--- src/rtl/assert_macros.svh ---
// ----------------------------------------------------------------------------
// Assertion macros
// Shared assertion forms for the seven-segment digit reader. Each macro
// expects clk and rst_n in the scope where it is used.
// ----------------------------------------------------------------------------
`ifndef ASSERT_MACROS_SVH
`define ASSERT_MACROS_SVH

// The consequent must hold in the same cycle as the antecedent.
`define SDR_ASSERT_SAME(label, ante, cons) \
    label: assert property (@(posedge clk) disable iff (!rst_n) (ante) |-> (cons)) \
        else $error("same-cycle assertion failed");

// The consequent must hold in the cycle after the antecedent.
`define SDR_ASSERT_NEXT(label, ante, cons) \
    label: assert property (@(posedge clk) disable iff (!rst_n) (ante) |=> (cons)) \
        else $error("next-cycle assertion failed");

`endif

--- src/rtl/sdr_pkg.sv ---
// ----------------------------------------------------------------------------
// Seven-segment digit reader package
// Transaction types, segment masks, digit patterns and the divide-by-three
// helper shared by the reader modules.
// ----------------------------------------------------------------------------
`default_nettype none

package sdr_pkg;

    localparam int SIDE_W = 10;

    localparam logic [7:0] PIXEL_LIT = 8'hFF;

    // Reciprocal of three for operands up to 11 bits: (x * 2731) >> 13.
    localparam logic [11:0] DIV3_MUL   = 12'd2731;
    localparam int          DIV3_SHIFT = 13;
    localparam int          DIV3_PW    = 23;

    localparam logic [6:0] SEG_A = 7'h01;
    localparam logic [6:0] SEG_B = 7'h02;
    localparam logic [6:0] SEG_C = 7'h04;
    localparam logic [6:0] SEG_D = 7'h08;
    localparam logic [6:0] SEG_E = 7'h10;
    localparam logic [6:0] SEG_F = 7'h20;
    localparam logic [6:0] SEG_G = 7'h40;

    localparam int NUM_DIGITS = 10;

    localparam logic [6:0] DIGIT_PATTERN [NUM_DIGITS] = '{
        7'h3F, 7'h06, 7'h5B, 7'h4F, 7'h66, 7'h6D, 7'h7D, 7'h07, 7'h7F, 7'h6F
    };

    typedef struct packed {
        logic [7:0]        pixel;
        logic [SIDE_W-1:0] patch_rows;
        logic [SIDE_W-1:0] patch_cols;
        logic              last_pixel;
    } pixel_t;

    typedef struct packed {
        logic [3:0] digit;
        logic       recognized;
        logic [6:0] segment_bits;
    } result_t;

    typedef struct packed {
        logic              lit;
        logic              last;
        logic [SIDE_W-1:0] patch_rows;
        logic [SIDE_W-1:0] patch_cols;
        logic [SIDE_W-1:0] col;
    } stage_t;

    function automatic logic [SIDE_W-1:0] div3(input logic [SIDE_W:0] x);
        logic [DIV3_PW-1:0] prod;
        prod = DIV3_PW'(x) * DIV3_PW'(DIV3_MUL);
        return prod[DIV3_SHIFT +: SIDE_W];
    endfunction

endpackage

`default_nettype wire

--- src/rtl/sdr_locate.sv ---
// ----------------------------------------------------------------------------
// Pixel locator
// Registers each pixel transaction together with its row and column within
// the patch and advances the position counters.
// ----------------------------------------------------------------------------
`default_nettype none

module sdr_locate #(
    parameter int  MAX_SIDE = 1023,
    localparam int RowW     = $clog2(MAX_SIDE + 1)
) (
    input  wire logic            clk,
    input  wire logic            rst_n,
    input  wire logic            pix_valid,
    output logic                 pix_stall,
    input  sdr_pkg::pixel_t      pix,
    input  wire logic            take,
    output logic                 s1_valid,
    output sdr_pkg::stage_t      s1,
    output logic [RowW-1:0]      s1_row
);

    logic                        accept;
    logic                        s1_valid_reg;
    logic                        s1_valid_next;
    sdr_pkg::stage_t             s1_reg;
    logic [RowW-1:0]             s1_row_reg;
    logic [RowW-1:0]             row_reg;
    logic [RowW-1:0]             row_next;
    logic [sdr_pkg::SIDE_W-1:0]  col_reg;
    logic [sdr_pkg::SIDE_W-1:0]  col_next;
    logic [sdr_pkg::SIDE_W:0]    col_inc;

    assign pix_stall = s1_valid_reg && !take;
    assign accept    = pix_valid && !pix_stall;
    assign col_inc   = {1'b0, col_reg} + (sdr_pkg::SIDE_W + 1)'(1);

    always_comb
    begin
        row_next = row_reg;
        col_next = col_reg;
        if (accept)
        begin
            if (pix.last_pixel)
            begin
                row_next = '0;
                col_next = '0;
            end
            else if (col_inc >= {1'b0, pix.patch_cols})
            begin
                col_next = '0;
                if (row_reg < RowW'(MAX_SIDE))
                begin
                    row_next = row_reg + RowW'(1);
                end
            end
            else
            begin
                col_next = col_inc[sdr_pkg::SIDE_W-1:0];
            end
        end
    end

    always_comb
    begin
        if (accept)
        begin
            s1_valid_next = 1'b1;
        end
        else if (take)
        begin
            s1_valid_next = 1'b0;
        end
        else
        begin
            s1_valid_next = s1_valid_reg;
        end
    end

    always_ff @(posedge clk or negedge rst_n)
    begin
        if (!rst_n)
        begin
            s1_valid_reg <= 1'b0;
            row_reg      <= '0;
            col_reg      <= '0;
        end
        else
        begin
            s1_valid_reg <= s1_valid_next;
            row_reg      <= row_next;
            col_reg      <= col_next;
        end
    end

    always_ff @(posedge clk)
    begin
        if (accept)
        begin
            s1_reg.lit        <= (pix.pixel == sdr_pkg::PIXEL_LIT);
            s1_reg.last       <= pix.last_pixel;
            s1_reg.patch_rows <= pix.patch_rows;
            s1_reg.patch_cols <= pix.patch_cols;
            s1_reg.col        <= col_reg;
            s1_row_reg        <= row_reg;
        end
    end

    assign s1_valid = s1_valid_reg;
    assign s1       = s1_reg;
    assign s1_row   = s1_row_reg;

`include "assert_macros.svh"

    `SDR_ASSERT_NEXT(a_pos_cleared_after_last, accept && pix.last_pixel,
                     row_reg == '0 && col_reg == '0)
    `SDR_ASSERT_SAME(a_no_overwrite, s1_valid_reg && !take, !accept)

endmodule

`default_nettype wire

--- src/rtl/sdr_accum.sv ---
// ----------------------------------------------------------------------------
// Segment accumulator and classifier
// Samples the seven segment positions from each located pixel, collects the
// segment flags over a patch and registers the recognized digit.
// ----------------------------------------------------------------------------
`default_nettype none

module sdr_accum #(
    parameter int  MAX_SIDE = 1023,
    localparam int RowW     = $clog2(MAX_SIDE + 1),
    localparam int CmpW     = (RowW > sdr_pkg::SIDE_W + 1) ? RowW : sdr_pkg::SIDE_W + 1
) (
    input  wire logic            clk,
    input  wire logic            rst_n,
    input  wire logic            s1_valid,
    input  sdr_pkg::stage_t      s1,
    input  wire logic [RowW-1:0] s1_row,
    output logic                 take,
    output logic                 res_valid,
    input  wire logic            res_stall,
    output sdr_pkg::result_t     res
);

    logic [6:0]                  flags_reg;
    logic [6:0]                  flags_next;
    logic [6:0]                  seg_set;
    logic [6:0]                  flags_sum;
    logic                        res_valid_reg;
    logic                        res_valid_next;
    sdr_pkg::result_t            res_reg;
    sdr_pkg::result_t            res_next;
    logic [CmpW-1:0]             row_x;
    logic [CmpW-1:0]             rows_x;
    logic [CmpW-1:0]             y1_x;
    logic [CmpW-1:0]             y2_x;
    logic [sdr_pkg::SIDE_W-1:0]  x_half;
    logic                        in_patch;
    logic                        left;
    logic [sdr_pkg::SIDE_W+1:0]  cols3;
    logic                        tall;
    logic                        hit;
    logic [3:0]                  match_digit;

    assign take = s1_valid && (!s1.last || !res_valid_reg || !res_stall);

    assign row_x  = CmpW'(s1_row);
    assign rows_x = CmpW'(s1.patch_rows);
    assign y1_x   = CmpW'(sdr_pkg::div3({1'b0, s1.patch_rows}));
    assign y2_x   = CmpW'(sdr_pkg::div3({s1.patch_rows, 1'b0}));
    assign x_half = s1.patch_cols >> 1;
    assign left   = s1.col < x_half;

    assign in_patch = s1.lit && (row_x < rows_x) && (s1.col < s1.patch_cols);

    always_comb
    begin
        seg_set = '0;
        if (in_patch)
        begin
            if (s1.col == x_half)
            begin
                if (row_x < y1_x)
                begin
                    seg_set = seg_set | sdr_pkg::SEG_A;
                end
                else if (row_x > y1_x && row_x < y2_x)
                begin
                    seg_set = seg_set | sdr_pkg::SEG_G;
                end
                else
                begin
                    seg_set = seg_set | sdr_pkg::SEG_D;
                end
            end
            if (row_x == y1_x)
            begin
                seg_set = seg_set | (left ? sdr_pkg::SEG_F : sdr_pkg::SEG_B);
            end
            if (row_x == y2_x)
            begin
                seg_set = seg_set | (left ? sdr_pkg::SEG_E : sdr_pkg::SEG_C);
            end
        end
    end

    assign flags_sum = flags_reg | seg_set;

    assign cols3 = {2'b00, s1.patch_cols} + {1'b0, s1.patch_cols, 1'b0};
    assign tall  = cols3 < {2'b00, s1.patch_rows};

    always_comb
    begin
        hit         = 1'b0;
        match_digit = '0;
        for (int k = sdr_pkg::NUM_DIGITS - 1; k >= 0; k--)
        begin
            if (flags_sum == sdr_pkg::DIGIT_PATTERN[k])
            begin
                hit         = 1'b1;
                match_digit = 4'(k);
            end
        end
    end

    always_comb
    begin
        res_next.segment_bits = flags_sum;
        if (tall)
        begin
            res_next.digit      = 4'd1;
            res_next.recognized = 1'b1;
        end
        else
        begin
            res_next.digit      = match_digit;
            res_next.recognized = hit;
        end
    end

    always_comb
    begin
        flags_next     = flags_reg;
        res_valid_next = res_valid_reg && res_stall;
        if (take)
        begin
            if (s1.last)
            begin
                flags_next     = '0;
                res_valid_next = 1'b1;
            end
            else
            begin
                flags_next = flags_sum;
            end
        end
    end

    always_ff @(posedge clk or negedge rst_n)
    begin
        if (!rst_n)
        begin
            flags_reg     <= '0;
            res_valid_reg <= 1'b0;
        end
        else
        begin
            flags_reg     <= flags_next;
            res_valid_reg <= res_valid_next;
        end
    end

    always_ff @(posedge clk)
    begin
        if (take && s1.last)
        begin
            res_reg <= res_next;
        end
    end

    assign res_valid = res_valid_reg;
    assign res       = res_reg;

`include "assert_macros.svh"

    `SDR_ASSERT_NEXT(a_result_after_last, take && s1.last,
                     res_valid_reg && flags_reg == '0)
    `SDR_ASSERT_SAME(a_plain_pixel_flows, s1_valid && !s1.last, take)
    `SDR_ASSERT_SAME(a_unrecognized_zero, res_valid_reg && !res_reg.recognized,
                     res_reg.digit == '0)

endmodule

`default_nettype wire

--- src/rtl/seven_segment_digit_reader.sv ---
// ----------------------------------------------------------------------------
// Seven-segment digit reader
// Reads one binary digit patch pixel by pixel and reports the digit.
//
// Input channel (pix_valid, pix_stall, pix): one pixel per transaction in
// row-major order, each carrying the patch height and width; last_pixel
// marks the end of the patch. Output channel (res_valid, res_stall, res):
// one result transaction per patch with the digit, a recognized flag and
// the sampled segment flags.
// Throughput is one pixel per cycle while pix_stall is low. A pixel passes an
// input register and is sampled into the segment flags in the following
// cycle; the result of a patch is registered in the output register after
// its last pixel has left the input register, and res_valid then rises.
// While a result waits under res_stall, ordinary pixels keep flowing; only
// the last pixel of the next patch is held in the input register, which
// then stalls the input channel until the waiting result is taken.
// Reset clears the position counters, the segment flags and both valids.
// ----------------------------------------------------------------------------
`default_nettype none

module seven_segment_digit_reader #(
    parameter int MAX_SIDE = 1023
) (
    input  wire logic        clk,
    input  wire logic        rst_n,
    input  wire logic        pix_valid,
    output logic             pix_stall,
    input  sdr_pkg::pixel_t  pix,
    output logic             res_valid,
    input  wire logic        res_stall,
    output sdr_pkg::result_t res
);

    localparam int RowW = $clog2(MAX_SIDE + 1);

    logic            take;
    logic            s1_valid;
    sdr_pkg::stage_t s1;
    logic [RowW-1:0] s1_row;

    sdr_locate #(
        .MAX_SIDE (MAX_SIDE)
    ) u_locate (
        .clk       (clk),
        .rst_n     (rst_n),
        .pix_valid (pix_valid),
        .pix_stall (pix_stall),
        .pix       (pix),
        .take      (take),
        .s1_valid  (s1_valid),
        .s1        (s1),
        .s1_row    (s1_row)
    );

    sdr_accum #(
        .MAX_SIDE (MAX_SIDE)
    ) u_accum (
        .clk       (clk),
        .rst_n     (rst_n),
        .s1_valid  (s1_valid),
        .s1        (s1),
        .s1_row    (s1_row),
        .take      (take),
        .res_valid (res_valid),
        .res_stall (res_stall),
        .res       (res)
    );

endmodule

`default_nettype wire
--- config.mk ---
export PLATFORM = sky130hd
export DESIGN_NAME = seven_segment_digit_reader
export DESIGN_NICKNAME = d
export VERILOG_FILES = /design/src/rtl/sdr_pkg.sv /design/src/rtl/sdr_locate.sv /design/src/rtl/sdr_accum.sv /design/src/rtl/seven_segment_digit_reader.sv
export VERILOG_INCLUDE_DIRS = /design/src /design/src/rtl
export SDC_FILE = /design/constraint.sdc
export NUM_CORES = 1
export LEC_CHECK = 0
export BUFFER_PORTS_ARGS = -buffer_cell sky130_fd_sc_hd__buf_2
export CAP_MARGIN = 20
export CORE_UTILIZATION = 65
export DETAILED_ROUTE_END_ITERATION = 8
export GPL_TIMING_DRIVEN = 0
export PLACE_DENSITY = 0.85
export SYNTH_ARGS = -nofsm -noshare
export SYNTH_HDL_FRONTEND = slang
export SYNTH_HIERARCHICAL = 1
export SYNTH_SLANG_ARGS = --single-unit
--- constraint.sdc ---
create_clock -name clk -period 11.7 [get_ports clk]
set_input_delay 0.585 -clock clk [delete_from_list [all_inputs] [get_ports clk]]
set_output_delay 0.585 -clock clk [all_outputs]
set_load 0.02 [all_outputs]
==> impl_summary.txt, run 1 <==
----------------------------------------------------
[Power and ir drop]
  Pwr Total ... 1.59 mW
  Highest ir drop seen on vdd ... 0.321 mV
  Power per cell area ... 194 nW/um2
  Pleak ... around 4.0 nW

[Clock network]
  CTS H-tree lvls ... 3
  CTS clk-pin slew, worst paths ... around 0.060 ns
  Longest Clk Path Bufs ... 2
  TritonCTS buffer count ... 9
  CTS Root Cell ... sky130_fd_sc_hd__clkbuf_16
  Total of hold buffers inserted after clock tree synthesis ... 0
  Post-CTS Setup Bufs ... 0
  Post_cts resized ... 0
  Number of clock sinks seen by CTS ... 83
  Clock Latency Late Sink ... 0.34 ns
  TritonCTS clock tree ... yes

[Route]
  Initial detailed-routing violation count ... 530
  Vias per Instance ... 6.39
  Number of search-and-repair iterations in the first detailed-routing pass ... 5
  Total number of vias ... around 6000
  Wire length after detailed routing ... 17100 um
  DR DRC count ... 0
  Count of nets left with antenna violations after detail routing ... 0
  WL per Instance ... 18.2 um

[Global routing]
  First-pass GRT wire length ... 27800 um
  Most Crowded Layer GR ... met2
  GRT met2 Usage ... 0.543
  Met1 track demand over resource ... 0.358
  Number of antenna violations at the first check in global routing ... 0
  Leftover overflow at the end of global routing ... 0
  Number of global-route vias before repair ... 6058
  Pin count of the biggest net entering global routing ... 46
  Gr usage total ... 0.303
  Fraction of met3 tracks used by global routing ... 0.0397

[Critical path]
  Critical Setup Path Class ... register to register
  Kind of launch point of the worst setup path ... register
  Arrival time reported for the critical path endpoint ... 7.90 ns
  Reg2Reg Launch Point ... u_locate/s1[26]
  CP startpoint ... u_locate/s1[26]
  Category of the worst setup path capture point ... register
  Req. time, crit path ... 11.78 ns
  Reg2reg setup slack ... 3.88 ns
  Crit-path max FO ... 6

[Finish]
  Layout cell share with drive strength beyond 1 ... 0.114
  Area Growth Syn to Fin ... 9.27%
  Largest register FFs ... 32
  Final layout net count ... between 900 and 1000
  Post-layout util ... 0.744
  Final instance count without filler cells ... 941
  Ant diodes ... 0
  Final std cell area, no fill ... 8200 um2

[STA]
  Crit path setup slack, layout ... 3.88 ns
  Clock skew ... 0.00652 ns
  Number of failing setup endpoints in the final timing report ... 0
  Unrepaired setup endpoints after global routing ... false
  Fin. max-slew vios ... 0
  Transition time at the pin with the least slew margin ... 1.14 ns
  Post-route fraction of the period consumed by the critical path ... 0.668
  Min Tclk post-route ... 7.82 ns
  Final-layout worst hold slack ... 0.281 ns
  Total Negative Setup Slacks ... 0 ns
  Worst rel slew slack ... 0.235
  Hold violation total from the final report ... 0
  Maximum clock frequency ... between 100 and 150 MHz

[Synthesis]
  Main flop type after synthesis ... sky130_fd_sc_hd__edfxtp_1
  Sequential share of the synthesized area ... 0.313
  Synthesized instance count ... 739
  Number of warnings reported in the yosys synthesis log ... 6
  Area of the mapped netlist ... 7510 um2
  Flip-flop and latch count after synthesis ... 83
  Post-synthesis net count ... 934
  Async set or reset register ratio after synthesis ... 0.349
  Number of enable flip-flop cells after synthesis ... 54
  Average footprint of a synthesized cell ... 10.2 um2
  Distinct cell type count of the synthesized netlist ... 78

[Placement]
  Placement-stage worst setup slack ... between 4 and 5 ns
  Gp weighted congestion ... 0.917
  Post-placement cell count ... 925
  Post-place instance area ... 7910 um2
  Dpl hpwl ... 13800 um
  Quantity of I/O buffers inserted on ports ... 46

[Hold path]
  Class of the tightest hold or removal check ... primary input to async pin

[Flow run]
  # Max-Cap Violations ... 0

[Die]
  Starting density of the core ... 0.681
  Vertical die dimension ... about 110 um
  I/O pin cnt ... 47
  Total die area ... 12000 um2
  Core Footprint ... between 10000 and 15000 um2
  Die X ... 109 um
  Row count ... 38

[Outcome]
  Result of the run ... finished, final reports clean

----------------------------------------------------
## synth_stat cells, types with 4 or more instances
master | count | area share
sky130_fd_sc_hd__xnor2_1 | 18 | 0.021
sky130_fd_sc_hd__clkbuf_1 | 6 | 0.0030
sky130_fd_sc_hd__a211oi_1 | 7 | 0.0070
sky130_fd_sc_hd__edfxtp_1 | 54 | 0.22
sky130_fd_sc_hd__o21bai_1 | 7 | 0.0070
sky130_fd_sc_hd__nor2_1 | 36 | 0.018
sky130_fd_sc_hd__and3_1 | 9 | 0.0075
sky130_fd_sc_hd__nor3_1 | 10 | 0.0067
sky130_fd_sc_hd__xor2_1 | 8 | 0.0093
sky130_fd_sc_hd__a22o_1 | 8 | 0.0093
sky130_fd_sc_hd__o2111ai_1 | 4 | 0.0047
sky130_fd_sc_hd__nand4_1 | 17 | 0.014
sky130_fd_sc_hd__a21oi_1 | 33 | 0.022
sky130_fd_sc_hd__fa_1 | 30 | 0.080
sky130_fd_sc_hd__nor4_1 | 6 | 0.0050
sky130_fd_sc_hd__ha_1 | 132 | 0.22
sky130_fd_sc_hd__dfrtp_1 | 29 | 0.097
sky130_fd_sc_hd__nor2b_1 | 9 | 0.0075
sky130_fd_sc_hd__a31oi_1 | 5 | 0.0042
sky130_fd_sc_hd__o21ai_1 | 9 | 0.0060
sky130_fd_sc_hd__a21o_1 | 19 | 0.019
sky130_fd_sc_hd__o21a_1 | 7 | 0.0070
sky130_fd_sc_hd__nand2b_1 | 6 | 0.0050
sky130_fd_sc_hd__nand3_1 | 17 | 0.011
sky130_fd_sc_hd__o211ai_1 | 7 | 0.0070
sky130_fd_sc_hd__o21ai_0 | 20 | 0.013
sky130_fd_sc_hd__inv_1 | 109 | 0.054
sky130_fd_sc_hd__nand2_1 | 39 | 0.019
## cell type report
cell class,instances,area (um2)
Buffer,8,32.5
Clock buffer,11,254
Clock inverter,5,36.3
Fill cell,776,2830
Inverter,111,417
Multi-Input combinational cell,537,4710
Sequential cell,83,2350
Tap cell,140,175
Timing Repair Buffer,46,230
## logic make-up (layout without fill, tap and decap cells)
logic type,Yosys count,in the layout,synth area share
mux,3,3,0.00400
xor+xnor,26,26,0.0303
buf+inv,119,181,0.0598
fa+ha+maj,162,162,0.300
compound gates,170,170,0.168
simple gates,176,176,0.125
flops,83,83,0.313
## power breakdown
group	internal [mW]	switching [mW]	total [mW]
Combinational	0.384	0.565	0.949
Sequential	0.342	0.0262	0.368
Clock	0.157	0.114	0.272
Total	0.883	0.705	1.59
## worst max-delay path, stage by stage, from the launching register on
cell,delay [ns]
sky130_fd_sc_hd__edfxtp_1,0.47
sky130_fd_sc_hd__ha_1,0.39
sky130_fd_sc_hd__inv_1,0.08
sky130_fd_sc_hd__fa_1,0.51
sky130_fd_sc_hd__fa_1,0.53
sky130_fd_sc_hd__inv_1,0.06
sky130_fd_sc_hd__fa_1,0.53
sky130_fd_sc_hd__fa_1,0.43
sky130_fd_sc_hd__ha_1,0.33
sky130_fd_sc_hd__a211oi_2,0.29
sky130_fd_sc_hd__nor2_1,0.11
sky130_fd_sc_hd__or4_1,0.52
sky130_fd_sc_hd__o22a_2,0.28
sky130_fd_sc_hd__a21oi_1,0.29
sky130_fd_sc_hd__o31ai_1,0.13
sky130_fd_sc_hd__a21oi_1,0.22
sky130_fd_sc_hd__xnor2_1,0.19
sky130_fd_sc_hd__ha_1,0.31
sky130_fd_sc_hd__nand2_1,0.07
sky130_fd_sc_hd__and4bb_4,0.24
sky130_fd_sc_hd__a41oi_1,0.70
sky130_fd_sc_hd__nand3_1,0.27
sky130_fd_sc_hd__or2_1,0.31
sky130_fd_sc_hd__o21ai_1,0.21
sky130_fd_sc_hd__nor3_1,0.08
## worst paths after layout
path,depth (start not counted),to
setup reg to reg,24,u_accum/res[11]
max in group asynchronous,1,u_locate/row_reg[2]
min in group clk,1,u_locate/s1[23]
hold / removal,1,u_accum/flags_reg[5]
setup / recovery,24,u_accum/res[11]
hold reg to reg,0,u_locate/s1_row[7]
## metal layers
layer  share of wire  routed length [um]  vias up
li1                -                   -     2811
met1            0.41                7020     2888
met2            0.50                8560      259
met3           0.052                 894       58
met4           0.039                 668        0
met5               0                   0        -
## placed cells by master (no fill, tap or decap), types with 19 or more instances in the layout
master / Yosys / routed
sky130_fd_sc_hd__dfrtp_1: 29 / 29
sky130_fd_sc_hd__buf_2: 2 / 48
sky130_fd_sc_hd__a21o_1: 19 / 19
sky130_fd_sc_hd__nor2_1: 36 / 36
sky130_fd_sc_hd__ha_1: 132 / 132
sky130_fd_sc_hd__o21ai_0: 20 / 20
sky130_fd_sc_hd__a21oi_1: 33 / 33
sky130_fd_sc_hd__fa_1: 30 / 30
sky130_fd_sc_hd__inv_1: 109 / 108
sky130_fd_sc_hd__edfxtp_1: 54 / 54
sky130_fd_sc_hd__nand2_1: 39 / 39
(Power assumes the default switching activity.)
==> inputs of run 2 (changes only) <==
--- a/config.mk
+++ b/config.mk
@@ -8,10 +8,10 @@
 export LEC_CHECK = 0
 export BUFFER_PORTS_ARGS = -buffer_cell sky130_fd_sc_hd__buf_2
 export CAP_MARGIN = 20
-export CORE_UTILIZATION = 65
+export CORE_UTILIZATION = 63
 export DETAILED_ROUTE_END_ITERATION = 8
 export GPL_TIMING_DRIVEN = 0
-export PLACE_DENSITY = 0.85
+export PLACE_DENSITY = 0.82
 export SYNTH_ARGS = -nofsm -noshare
 export SYNTH_HDL_FRONTEND = slang
 export SYNTH_HIERARCHICAL = 1
==> constraint.sdc (replaced) <==
create_clock -name clk -period 7.2 [get_ports clk]
set_input_delay 0.36 -clock clk [delete_from_list [all_inputs] [get_ports clk]]
set_output_delay 0.36 -clock clk [all_outputs]
set_load 0.02 [all_outputs]
==> run 2 against run 1 <==
Compared with the run above: the run now ends with negative setup slack left; sequential share of layout area fell by 1.6 points; non-clock buffer count rose by 25; combinational power rose by 97%; sequential cell count did not move; design area rose by 5.8%; count of clock-buffer cells in the layout fell by 1; final cell count rose by 3.0%; maximum frequency rose by 4.7%; critical endpoint is now u_accum/res[10].
==> impl_summary.txt, run 2 (same netlist as run 1, synthesis figures left out) <==
----------------------------------------------------
[STA]
  Worst rel slew slack ... 0.408 (+0.173)
  Unrepaired setup endpoints after global routing ... true
  Crit path setup slack, layout ... -0.266 ns (-4.15 ns)
  Min Tclk post-route ... 7.47 ns (-0.350 ns)
  Number of failing setup endpoints in the final timing report ... 5 (+5)
  Transition time at the pin with the least slew margin ... 0.887 ns (-0.250 ns)
  Post-route fraction of the period consumed by the critical path ... 1.04 (+0.369)
  Total Negative Setup Slacks ... -0.910 ns (-0.910 ns)
  Maximum clock frequency ... 134 MHz (+4.7%)
  Hold violation total from the final report ... 0 (unchanged)
  Clock skew ... 0.00564 ns (-0.000876 ns)
  Fin. max-slew vios ... 0 (unchanged)

[Critical path]
  Category of the worst setup path capture point ... register
  Crit-path max FO ... 6 (unchanged)
  Buffers and inverters on the worst path ... 3 (+1)
  Cell repeated most along the worst path ... sky130_fd_sc_hd__fa_1
  Kind of launch point of the worst setup path ... register
  Master of the slowest instance on the critical path ... sky130_fd_sc_hd__fa_1
  Reg2Reg Launch Point ... u_locate/s1[26]
  Arrival time reported for the critical path endpoint ... 7.55 ns (-0.35 ns)
  CP startpoint ... u_locate/s1[26]
  Critical path's top delay family ... adder cells
  Req. time, crit path ... 7.29 ns (-4.49 ns)
  Critical Setup Path Class ... register to register
  Largest incremental delay on the critical path ... 0.56 ns (-0.14 ns)

[Hold path]
  Class of the tightest hold or removal check ... primary input to async pin

[Placement]
  Post-placement cell count ... 928 (+0.32%)
  Post-place instance area ... 7920 um2 (about the same)
  Dpl hpwl ... 13300 um (-3.4%)
  Gp weighted congestion ... 0.896 (-2.3%)
  Quantity of I/O buffers inserted on ports ... 46 (unchanged)

[Finish]
  Area Growth Syn to Fin ... 15.6%
  Top library cells by usage in the layout, fill and taps aside ... sky130_fd_sc_hd__ha_1 (128), sky130_fd_sc_hd__inv_1 (107), sky130_fd_sc_hd__edfxtp_1 (54)
  Final instance count without filler cells ... 969 (+3.0%)
  Layout cell share with drive strength beyond 1 ... 0.183 (+0.0692)
  Final std cell area, no fill ... 8670 um2 (+5.8%)
  Ant diodes ... 0 (unchanged)
  Number of fill cells in the layout ... 757 (-2.4%)
  Final layout net count ... 1016 (+2.5%)
  Largest register FFs ... 32 (unchanged)
  Area occupied by registers ... 2350 um2 (unchanged)
  Commonest non-fill, non-tap cell in the layout ... sky130_fd_sc_hd__ha_1
  Area of combinational cells with multiple inputs ... 4980 um2 (+5.8%)

[Route]
  Wire length after detailed routing ... 17600 um (+2.6%)
  Count of nets left with antenna violations after detail routing ... 0 (unchanged)
  Initial detailed-routing violation count ... 390 (-26%)
  Number of search-and-repair iterations in the first detailed-routing pass ... 5 (unchanged)
  Total number of vias ... 6057 (+0.68%)
  Vias per Instance ... 6.25 (-2.2%)
  WL per Instance ... 18.2 um (-0.34%)
  DR DRC count ... 0 (unchanged)

[Outcome]
  Violated checks ... negative setup slack
  Result of the run ... finished, violations left

[Global routing]
  Number of global-route vias before repair ... 6066 (+0.13%)
  Pin count of the biggest net entering global routing ... 46 (unchanged)
  First-pass GRT wire length ... 28300 um (+1.9%)
  Leftover overflow at the end of global routing ... 0 (unchanged)
  Number of antenna violations at the first check in global routing ... 0 (unchanged)
  Gr usage total ... 0.288 (-0.0152)

[Die]
  Die X ... 111 um (+1.5%)
  Core Footprint ... 11500 um2 (+4.4%)
  Row count ... 39 (+2.6%)
  I/O pin cnt ... 47 (unchanged)
  Starting density of the core ... 0.652 (-0.0287)
  Vertical die dimension ... 111 um (+1.5%)
  Total die area ... 12400 um2 (+3.1%)

[Flow run]
  # Max-Cap Violations ... 0 (unchanged)

[Clock network]
  CTS Root Cell ... sky130_fd_sc_hd__clkbuf_16
  TritonCTS clock tree ... yes
  TritonCTS buffer count ... 9 (unchanged)
  Longest Clk Path Bufs ... 2 (unchanged)
  CTS clk-pin slew, worst paths ... 0.06 ns (about the same)
  Number of clock sinks seen by CTS ... 83 (unchanged)
  Clock Latency Late Sink ... 0.34 ns (about the same)
  CTS H-tree lvls ... 3 (unchanged)

[Power and ir drop]
  Power per cell area ... 336 nW/um2 (+74%)
  Highest ir drop seen on vdd ... 0.179 mV (-44%)
  Pleak ... 4.16 nW (+3.9%)

----------------------------------------------------
run 2: timing repair:
action                                  CTS  global route
endpoints found under the hold margin     0             0
pin swaps                                 9            32
hold buffers                              0             0
endpoints found under the setup margin    5             5
gates resized for setup                  18            30
setup buffers                             9            16
run 2: final timing paths:
| check | depth (start not counted) | to | slack (ns) |
|---|---|---|---|
| min in group clk | 1 | u_locate/s1[21] | 0.19 |
| worst max-delay path | 27 | u_accum/res[10] | -0.27 |
| max in group asynchronous | 1 | u_locate/col_reg[4] | 6.72 |
| worst min register to register | 0 | u_locate/s1_row[7] | 0.49 |
| worst min-delay path | 1 | u_locate/row_reg[4] | 0.05 |
| worst max register to register | 27 | u_accum/res[10] | -0.27 |
run 2: metrics by stage:
stage	setup WS [ns]	power, mW	utilization	hold WS, ns
after floorplan	0.256	1.72	-	0.0644
after global routing	-0.500	3.17	0.753	0.101
final	-0.266	2.92	0.753	0.0524
after detailed placement	-0.565	2.09	0.687	0.439
after CTS	0.00333	2.71	0.729	0.0748
after global placement	-0.406	2.01	0.687	0.433
run 2: layout make-up:
class | instances | area share
repair buffers | 71 | 0.0486
multi-input cells | 537 | 0.575
plain buffers | 8 | 0.00375
flip-flops and latches | 83 | 0.271
clock buffers | 10 | 0.0264
well taps | 143 | 0.0206
inverters | 111 | 0.0480
clock inverters | 6 | 0.00736
run 2: routing by layer:
layer,wire length [um],share of wire,GRT usage
met5,0,0,0
met4,415,0.024,0.127
met3,685,0.039,0.0323
met2,8910,0.51,0.507
met1,7580,0.43,0.356
run 2: where the power goes:
part	leakage [nW]	internal [mW]	switching [mW]
clock	0.141	0.269	0.184
sequential	0.914	0.556	0.0425
combinational	3.10	0.815	1.05
total	4.16	1.64	1.28
==> inputs of run 3 (changes only) <==
--- a/config.mk
+++ b/config.mk
@@ -8,6 +8,7 @@
 export LEC_CHECK = 0
 export BUFFER_PORTS_ARGS = -buffer_cell sky130_fd_sc_hd__buf_2
 export CAP_MARGIN = 20
+export CORE_MARGIN = 1.5
 export CORE_UTILIZATION = 63
 export DETAILED_ROUTE_END_ITERATION = 8
 export GPL_TIMING_DRIVEN = 0
==> run 3 against run 2 <==
Compared with the run above: the run still ends with negative setup slack left; utilization shrank 0.52 points; register-to-register slack gained 0.19 ns; wire length grew 1.4%; maximum frequency grew 2.6%; sequential power is essentially flat; design area shrank 0.69%; clock power grew 4.6%; die area grew 1.8%; critical endpoint is now u_accum/res[9]; combinational power is essentially flat; critical path type unchanged.
==> impl_summary.txt, run 3 (same netlist as run 1, synthesis figures left out) <==
----------------------------------------------------
[Clock network]
  Clock Latency Late Sink ... 0.34 ns (about the same)
  Number of clock sinks seen by CTS ... 83 (unchanged)
  CTS clk-pin slew, worst paths ... 0.07 ns (about the same)
  TritonCTS buffer count ... 9 (unchanged)
  CTS Root Cell ... sky130_fd_sc_hd__clkbuf_16
  Longest Clk Path Bufs ... 2 (unchanged)
  TritonCTS clock tree ... yes
  CTS H-tree lvls ... 3 (unchanged)
  Total of hold buffers inserted after clock tree synthesis ... 0 (unchanged)

[Critical path]
  Cell repeated most along the worst path ... sky130_fd_sc_hd__fa_1
  Critical Setup Path Class ... register to register
  Kind of launch point of the worst setup path ... register
  Master of the slowest instance on the critical path ... sky130_fd_sc_hd__fa_2
  Largest incremental delay on the critical path ... 0.63 ns (+0.07 ns)
  Req. time, crit path ... 7.36 ns (+0.07 ns)
  Crit-path max FO ... 6 (unchanged)
  Arrival time reported for the critical path endpoint ... 7.44 ns (-0.11 ns)
  Category of the worst setup path capture point ... register
  Critical path's top delay family ... adder cells
  Buffers and inverters on the worst path ... 2 (-1)

[Die]
  Die X ... 112 um (+0.90%)
  Starting density of the core ... 0.652 (unchanged)
  Total die area ... 12600 um2 (+1.8%)
  Core Footprint ... 11500 um2 (unchanged)
  Vertical die dimension ... 112 um (+0.90%)
  I/O pin cnt ... 47 (unchanged)
  Row count ... 39 (unchanged)

[Power and ir drop]
  Switching power of the nets ... 1.28 mW (+0.35%)
  Highest ir drop seen on vdd ... 0.177 mV (-1.5%)
  Power per cell area ... 338 nW/um2 (+0.61%)
  Pwr Total ... 2.92 mW (about the same)
  Part of the total power dissipated in sequential elements ... 0.205 (about the same)
  Part of the power in the clock network ... 0.162 (+0.007)
  Pleak ... 4.13 nW (-0.77%)
  Power Internal ... 1.63 mW (-0.42%)
  Share of power burned in combinational logic ... 0.633 (-0.007)
  Switching share of power ... 0.440 (+0.00191)

[Finish]
  Final instance count without filler cells ... 961 (-0.83%)
  Number of fill cells in the layout ... 756 (-0.13%)
  Commonest non-fill, non-tap cell in the layout ... sky130_fd_sc_hd__ha_1
  Largest register FFs ... 32 (unchanged)
  Top library cells by usage in the layout, fill and taps aside ... sky130_fd_sc_hd__ha_1 (124), sky130_fd_sc_hd__inv_1 (106), sky130_fd_sc_hd__edfxtp_1 (54)
  Area of combinational cells with multiple inputs ... 4960 um2 (-0.45%)
  Post-layout util ... 0.748 (-0.00521)
  Layout cell share with drive strength beyond 1 ... 0.174 (-0.00921)
  Ant diodes ... 0 (unchanged)
  Final layout net count ... 1008 (-0.79%)
  Area Growth Syn to Fin ... 14.7%
  Area occupied by registers ... 2350 um2 (unchanged)

[STA]
  Final-layout worst hold slack ... 0.0529 ns (+0.000427 ns)
  Crit path setup slack, layout ... -0.0780 ns (+0.188 ns)
  Hold violation total from the final report ... 0 (unchanged)
  Unrepaired setup endpoints after global routing ... true
  Number of failing setup endpoints in the final timing report ... 3 (-2)
  Worst rel slew slack ... 0.131 (-0.277)
  Fin. max-slew vios ... 0 (unchanged)
  Clock skew ... 0.0106 ns (+0.00496 ns)
  Post-route fraction of the period consumed by the critical path ... 1.01 (-0.0261)
  Min Tclk post-route ... 7.28 ns (-0.188 ns)
  Maximum clock frequency ... 137 MHz (+2.6%)
  Transition time at the pin with the least slew margin ... 1.29 ns (+0.405 ns)

[Global routing]
  Pin count of the biggest net entering global routing ... 46 (unchanged)
  Number of antenna violations at the first check in global routing ... 0 (unchanged)
  Gr usage total ... 0.293 (+0.00541)
  Leftover overflow at the end of global routing ... 0 (unchanged)
  First-pass GRT wire length ... 29300 um (+3.5%)
  Number of global-route vias before repair ... 6219 (+2.5%)

[Hold path]
  Class of the tightest hold or removal check ... primary input to async pin

[Route]
  Count of nets left with antenna violations after detail routing ... 0 (unchanged)
  Number of search-and-repair iterations in the first detailed-routing pass ... 5 (unchanged)
  Initial detailed-routing violation count ... 477 (+22%)
  DR DRC count ... 0 (unchanged)
  Wire length after detailed routing ... 17900 um (+1.4%)
  WL per Instance ... 18.6 um (+2.3%)
  Vias per Instance ... 6.29 (+0.58%)
  Total number of vias ... 6042 (-0.25%)

[Flow run]
  # Max-Cap Violations ... 0 (unchanged)

[Placement]
  Quantity of I/O buffers inserted on ports ... 46 (unchanged)
  Dpl hpwl ... 13500 um (+1.1%)
  Post-placement cell count ... 928 (unchanged)
  Gp weighted congestion ... 0.922 (+2.9%)

[Outcome]
  Violated checks ... negative setup slack
  Result of the run ... finished, violations left

----------------------------------------------------
run 3: changes by cell type in the layout (fill, tap and decap cells not counted), sizes merged:
cell,before,now
clkinv,2,1
clkbuf,16,19
buf,73,65
bufinv,1,0
clkinvlp,1,0
run 3: final cells by class:
class,instances,area share
multi-input cells,537,0.576
flip-flops and latches,83,0.272
inverters,111,0.0487
repair buffers,63,0.0415
clock buffers,13,0.0340
well taps,143,0.0208
plain buffers,8,0.00378
clock inverters,3,0.00276
run 3: what timing repair did:
action / 4_1_cts / 5_1_grt
resized for setup: 22 / 24
setup buffers: 8 / 9
setup endpoints to repair: 5 / 5
pin swaps: 22 / 14
run 3: per-layer routing:
metal  up-vias  track usage  wire, um
li1       2847            -         -
met1      2923        0.353      7250
met2       221        0.528      9040
met3        51       0.0367       837
met4         0        0.131       720
met5         -            0         0
run 3: final timing paths:
check                      depth (start not counted)                   to  slack, ns                start
max                                               26       u_accum/res[9]      -0.08      u_locate/s1[28]
min                                                1  u_locate/row_reg[6]       0.05                rst_n
max reg2reg                                       26       u_accum/res[9]      -0.08      u_locate/s1[28]
min reg2reg                                        0   u_locate/s1_row[7]       0.49  u_locate/row_reg[7]
max in group asynchronous                          1  u_locate/col_reg[8]       6.72                rst_n
min in group clk                                   1      u_locate/s1[28]       0.20              pix[19]
run 3: metrics by stage:
stage / setup slack (ns) / cell area (um2) / setup TNS [ns]
final: -0.0780 / 8610 / -0.169
after detailed placement: -0.507 / 7920 / -2.02
after global placement: -0.390 / 7920 / -1.38
after global routing: -0.335 / 8610 / -1.33
after floorplan: 0.256 / 7510 / 0
after CTS: 0.0185 / 8420 / 0
run 3: power by group through the flow:
stage | Combinational (mW) | Clock [mW] | Sequential [mW]
final | 1.84 | 0.474 | 0.598
after floorplan | 1.12 | 0 | 0.600
after detailed placement | 1.50 | 0 | 0.606
after global placement | 1.39 | 0 | 0.604
after global routing | 2.04 | 0.499 | 0.603
after CTS | 1.67 | 0.481 | 0.596
